**src/hw/rtl/raa_pkg.sv**
```systemverilog
// Shared types and constants for the rectangle area allocator.
// Used by raa_ctrl, raa_dpath and rect_atlas_area_allocator_unit; no dependencies.
package raa_pkg;

   localparam int MAX_FREE_RECTS_DEF = 64;
   localparam int COORD_BITS_DEF     = 12;
   localparam int FIELD_W            = 12;

   typedef enum logic [3:0] {
      ST_IDLE,
      ST_RESTART,
      ST_SCAN_RD,
      ST_SCAN_MUL,
      ST_SCAN_CMP,
      ST_PLACE,
      ST_PART_RD,
      ST_PART_WR,
      ST_SPLIT_RD,
      ST_SPLIT_WR,
      ST_PRUNE_I,
      ST_PRUNE_LATCH,
      ST_PRUNE_J,
      ST_PRUNE_CHK,
      ST_COMP_RD,
      ST_COMP_WR
   } state_type;

   typedef enum logic [4:0] {
      OP_NONE,
      OP_LOAD,
      OP_RESTART,
      OP_SCAN_RD,
      OP_SCAN_MUL,
      OP_SCAN_CMP,
      OP_PLACE,
      OP_PART_RD,
      OP_PART_WR,
      OP_PART_END,
      OP_SPLIT_RD,
      OP_SPLIT_WR,
      OP_SPLIT_END,
      OP_PRUNE_RD_I,
      OP_PRUNE_LATCH,
      OP_PRUNE_NEXT_I,
      OP_PRUNE_RD_J,
      OP_PRUNE_CHK,
      OP_PRUNE_END,
      OP_COMP_RD,
      OP_COMP_WR,
      OP_COMP_END
   } op_type;

   typedef struct packed {
      logic i_end;
      logic j_end;
      logic found;
      logic hold_end;
      logic rem_last;
      logic rd_dead;
      logic kill_i;
   } status_type;

endpackage

```
**src/hw/rtl/raa_ctrl.sv**
```systemverilog
// Sequencing state machine of the rectangle area allocator.
// Depends on raa_pkg; drives raa_dpath through an operation code.
module raa_ctrl (
   input  logic                clock,
   input  logic                reset,
   input  logic                start,
   input  logic                req_kind,
   input  raa_pkg::status_type status,
   output raa_pkg::op_type     op,
   output logic                busy,
   output logic                rsp_valid
);
   import raa_pkg::*;

   state_type state_ff;
   state_type state_in;
   logic      done_ff;
   logic      done_in;

   always_ff @(posedge clock) begin
      if (reset) begin
         state_ff <= ST_IDLE;
         done_ff  <= 1'b0;
      end else begin
         state_ff <= state_in;
         done_ff  <= done_in;
      end
   end

   always_comb begin
      state_in = state_ff;
      done_in  = 1'b0;
      case (state_ff)
         ST_IDLE: begin
            if (start && !done_ff) begin
               state_in = req_kind ? ST_RESTART : ST_SCAN_RD;
            end
         end
         ST_RESTART: begin
            state_in = ST_IDLE;
            done_in  = 1'b1;
         end
         ST_SCAN_RD: begin
            if (status.i_end) begin
               if (status.found) begin
                  state_in = ST_PLACE;
               end else begin
                  state_in = ST_IDLE;
                  done_in  = 1'b1;
               end
            end else begin
               state_in = ST_SCAN_MUL;
            end
         end
         ST_SCAN_MUL:    state_in = ST_SCAN_CMP;
         ST_SCAN_CMP:    state_in = ST_SCAN_RD;
         ST_PLACE:       state_in = ST_PART_RD;
         ST_PART_RD:     state_in = status.i_end ? ST_SPLIT_RD : ST_PART_WR;
         ST_PART_WR:     state_in = ST_PART_RD;
         ST_SPLIT_RD:    state_in = status.hold_end ? ST_PRUNE_I : ST_SPLIT_WR;
         ST_SPLIT_WR:    state_in = status.rem_last ? ST_SPLIT_RD : ST_SPLIT_WR;
         ST_PRUNE_I:     state_in = status.i_end ? ST_COMP_RD : ST_PRUNE_LATCH;
         ST_PRUNE_LATCH: state_in = status.rd_dead ? ST_PRUNE_I : ST_PRUNE_J;
         ST_PRUNE_J:     state_in = status.j_end ? ST_PRUNE_I : ST_PRUNE_CHK;
         ST_PRUNE_CHK:   state_in = status.kill_i ? ST_PRUNE_I : ST_PRUNE_J;
         ST_COMP_RD: begin
            if (status.i_end) begin
               state_in = ST_IDLE;
               done_in  = 1'b1;
            end else begin
               state_in = ST_COMP_WR;
            end
         end
         ST_COMP_WR:     state_in = ST_COMP_RD;
         default:        state_in = ST_IDLE;
      endcase
   end

   always_comb begin
      op = OP_NONE;
      case (state_ff)
         ST_IDLE:        op = (start && !done_ff) ? OP_LOAD : OP_NONE;
         ST_RESTART:     op = OP_RESTART;
         ST_SCAN_RD:     op = status.i_end ? OP_NONE : OP_SCAN_RD;
         ST_SCAN_MUL:    op = OP_SCAN_MUL;
         ST_SCAN_CMP:    op = OP_SCAN_CMP;
         ST_PLACE:       op = OP_PLACE;
         ST_PART_RD:     op = status.i_end ? OP_PART_END : OP_PART_RD;
         ST_PART_WR:     op = OP_PART_WR;
         ST_SPLIT_RD:    op = status.hold_end ? OP_SPLIT_END : OP_SPLIT_RD;
         ST_SPLIT_WR:    op = OP_SPLIT_WR;
         ST_PRUNE_I:     op = status.i_end ? OP_PRUNE_END : OP_PRUNE_RD_I;
         ST_PRUNE_LATCH: op = OP_PRUNE_LATCH;
         ST_PRUNE_J:     op = status.j_end ? OP_PRUNE_NEXT_I : OP_PRUNE_RD_J;
         ST_PRUNE_CHK:   op = OP_PRUNE_CHK;
         ST_COMP_RD:     op = status.i_end ? OP_COMP_END : OP_COMP_RD;
         ST_COMP_WR:     op = OP_COMP_WR;
         default:        op = OP_NONE;
      endcase
   end

   assign busy      = (state_ff != ST_IDLE) || done_ff;
   assign rsp_valid = done_ff;

endmodule

```
**config.mk**
```make
export PLATFORM = sky130hd
export DESIGN_NAME = raa_ctrl
export DESIGN_NICKNAME = d
export VERILOG_FILES = /design/src/hw/rtl/raa_pkg.sv /design/src/hw/rtl/raa_ctrl.sv
export SDC_FILE = /design/constraint.sdc
export NUM_CORES = 1
export LEC_CHECK = 0
export BUFFER_PORTS_ARGS = -buffer_cell sky130_fd_sc_hd__buf_2
export CORE_MARGIN = 2
export CORE_UTILIZATION = 51
export CTS_CLUSTER_DIAMETER = 200
export CTS_CLUSTER_SIZE = 25
export DETAILED_ROUTE_END_ITERATION = 10
export GPL_TIMING_DRIVEN = 0
export HOLD_SLACK_MARGIN = 0.1
export MAX_ROUTING_LAYER = met4
export PLACE_DENSITY_LB_ADDON = 0.05
export SYNTH_ARGS = -nofsm -noshare
export SYNTH_HDL_FRONTEND = slang
export SYNTH_SLANG_ARGS = --single-unit
export TNS_END_PERCENT = 50
```
**constraint.sdc**
```tcl
create_clock -name clock -period 1.3 [get_ports clock]
set_input_delay 0.065 -clock clock [delete_from_list [all_inputs] [get_ports clock]]
set_output_delay 0.065 -clock clock [all_outputs]
set_load 0.01 [all_outputs]
```
==> results.yml <==
yosys:
  async_reset_ff_share_pct: 0
  syn_nets: 111
  synth_edf_count: 0
  synth_area_leader_cell: "dfxtp_1"
  synth_top_cells_by_count: "a21oi_1 (13), nor2_1 (8), nand2_1 (7), o21ai_0 (6), dfxtp_1 (5)"
  ys_types: 41
  syn_avg_cell_area_um2: 7.132
  yosysWarnings: 0
  synth-main-ff-cell: "dfxtp_1"
  yosysSeqAreaShare_pct: 14.04
  ys_ff_latch: 5
  synth.area.top_cells: "dfxtp_1 (14%), a21oi_1 (9.1%), buf_6 (6.3%), o21ai_0 (4.2%), nor2_1 (4.2%)"
  syn_inst: 100
  synth_area_um2: 713.2
  netlist.area_leader.share_pct: 14.04
  synth.most_common_cell: "a21oi_1"
clock_network:
  cts_root_buf: "clkbuf_4"
  clock_sinks: 5
  cts_tree: "done"
  cts_buffer_depth: 2
  cts-htree-levels: 1
  insertion_delay_ns: 0.25
  clk_pin_slew_ns: 0.05
  cts_buffers: 3
drt:
  firstDrtPassIters: 4
  wl_per_cell_um: 16.54
  drt_wl_total_mm: 2.382
  ant_nets: 0
  via_per_inst: 6.514
  drtIter0Drc: 59
  num_vias: 938
  drc: 0
worst_hold_path:
  hold_path.class: "input port to flip-flop"
sta:
  hold_viol: 0
  fin_skew_ns: 0.0008979
  fin_ws_ns: -0.2742
  timing.fmax_mhz: 635.3
  fin_crit_ns: 1.574
  setup-tns-final_ns: -1.158
  post-route-period-util_pct: 121.1
  max-slew-margin-rel_pct: 73.47
  tightest_slew_ns: 0.3972
  setup_violations: 8
  rsz0062_at_grt: "true"
  maxSlewViolCount: 0
floorplanning:
  initial_utilization_pct: 54.81
  die_w_um: 41.40
  ios: 18
  die_h_um: 41.40
  dieArea_mm2: 0.001714
  fp.coreArea_mm2: 0.001301
  num_rows: 13
setup_path:
  criticalPathCategory: "flip-flop to output port"
  end_kind: "output port"
  cp_slowest_cell: "dfxtp_4"
  path_cells: "buf_6 > and2b_2 > a21oi_2 > o211ai_1 > o31a_1 > buf_2"
  crit_fanout: 6
  worst_ep_arrival_time_ns: 1.51
  max_stage_delay_ns: 0.36
  worst_ep_required_time_ns: 1.24
  worstSetupStartpointType: "flip-flop"
placed_design:
  dpl.cell_count: 131
  numPortBuffers: 16
  globalplace.congestion: 0.8937
  place_hpwl_mm: 1.560
  post_dp_cell_area_um2: 812.0
cells_and_area:
  syn_to_final_growth_pct: 39.47
  stdcell_area_um2: 994.7
  fill_cells: 94
  postLayoutCoreUtil_pct: 76.44
  insertedDiodeCount: 0
  layout.nets: 141
  stdcell_count: 144
  drive_gt1_share_pct: 44.19
flow_run:
  maxCapViolations: 0
pwr:
  power_density_mw_per_mm2: 830.9
  ir_drop_mv: 0.5629
  power_mw: 0.8265
  power.leakage_nw: 0.4301
outcome:
  status: "finished with violations"
  violations: "negative setup slack"
global_routing:
  grt_max_degree: 11
  grt_pass1_wl_mm: 3.491
  grt_pass1_vias: 762
  antenna_found_initial: 0
  track_usage_pct: 32.62
  gr-total-overflow: 0
[cells in the final DEF, fill, tap and decap left out, drive strengths merged, types with 4 or more instances in the layout]
| cell type | netlist | routed |
|---|---|---|
| inv | 6 | 6 |
| nor2b | 4 | 4 |
| buf | 9 | 32 |
| and3 | 4 | 4 |
| clkbuf | 0 | 5 |
| nand2 | 7 | 7 |
| a21oi | 13 | 13 |
| dfxtp | 5 | 5 |
| nor2 | 8 | 8 |
| o21ai | 8 | 8 |
[path summary, 6_finish.rpt]
kind	startpoint	endpoint	slack (ns)	cells after the start
hold / removal	req_kind	state_ff[0]	0.12	3
setup / recovery	state_ff[3]	op[1]	-0.27	6
setup reg to reg	state_ff[3]	state_ff[0]	-0.09	6
hold reg to reg	rsp_valid	state_ff[0]	0.58	2
[logic make-up (layout without fill, tap and decap cells)]
kind of cell              after synthesis  count (layout)  share of synthesized area [%]
AOI/OAI and AO/OA                      41              41                          39.30
and+or+nand+nor                        38              38                          32.11
buffers and inverters                  15              44                          13.33
DFF                                     5               5                          14.04
xor gates and xnor gates                1               1                          1.228
[per-stage QoR]
step           hold WS (ns)  worst slack [ns]
5_1_grt              0.1389           -0.3455
6_report             0.1152           -0.2742
2_1_floorplan        0.1312           0.09641
3_3_place_gp         0.2973           -0.1364
4_1_cts              0.1126           -0.2628
3_5_place_dp         0.3144           -0.1162
[registers in the layout (all words and copies together) (netlist names)]
register,count
state_ff,4
rsp_valid,1
[timing repair]
action / CTS / global route
hold buffers: 1 / 0
hold endpoints to repair: 4 / 0
cloned: 0 / 0
gates resized for setup: 16 / 13
setup endpoints to repair: 8 / 10
buffers inserted: 7 / 1
pin swaps: 2 / 2
[layout make-up]
class	count	area [µm²]	area share [%]
clock buffer	4	26.28	2.642
buffer	9	95.09	9.560
timing repair buffer	25	150.1	15.09
sequential	5	112.6	11.32
multi-input combinational	80	569.3	57.23
inverter	6	22.52	2.264
tap	15	18.77	1.887
[routing by layer]
| metal | track usage [%] | share of wire (%) |
|---|---|---|
| met5 | - | 0 |
| met4 | 15.32 | 2.1 |
| met2 | 51.56 | 48 |
| met1 | 39.68 | 40 |
| met3 | 6.383 | 9.9 |
[critical path, delay by kind of cell, from the launching register on]
| kind | cells | cell delay (ns) |
|---|---|---|
| AOI/OAI and AO/OA | 3 | 0.40 |
| buffers and inverters | 2 | 0.26 |
| and+or+nand+nor | 1 | 0.24 |
| DFF | 1 | 0.36 |
[power breakdown]
group / switching [mW] / internal [mW]
Sequential: 0.0190 / 0.167
Clock: 0.0789 / 0.117
Combinational: 0.223 / 0.222
Total: 0.321 / 0.505
Power figures use the tool's default switching activity.
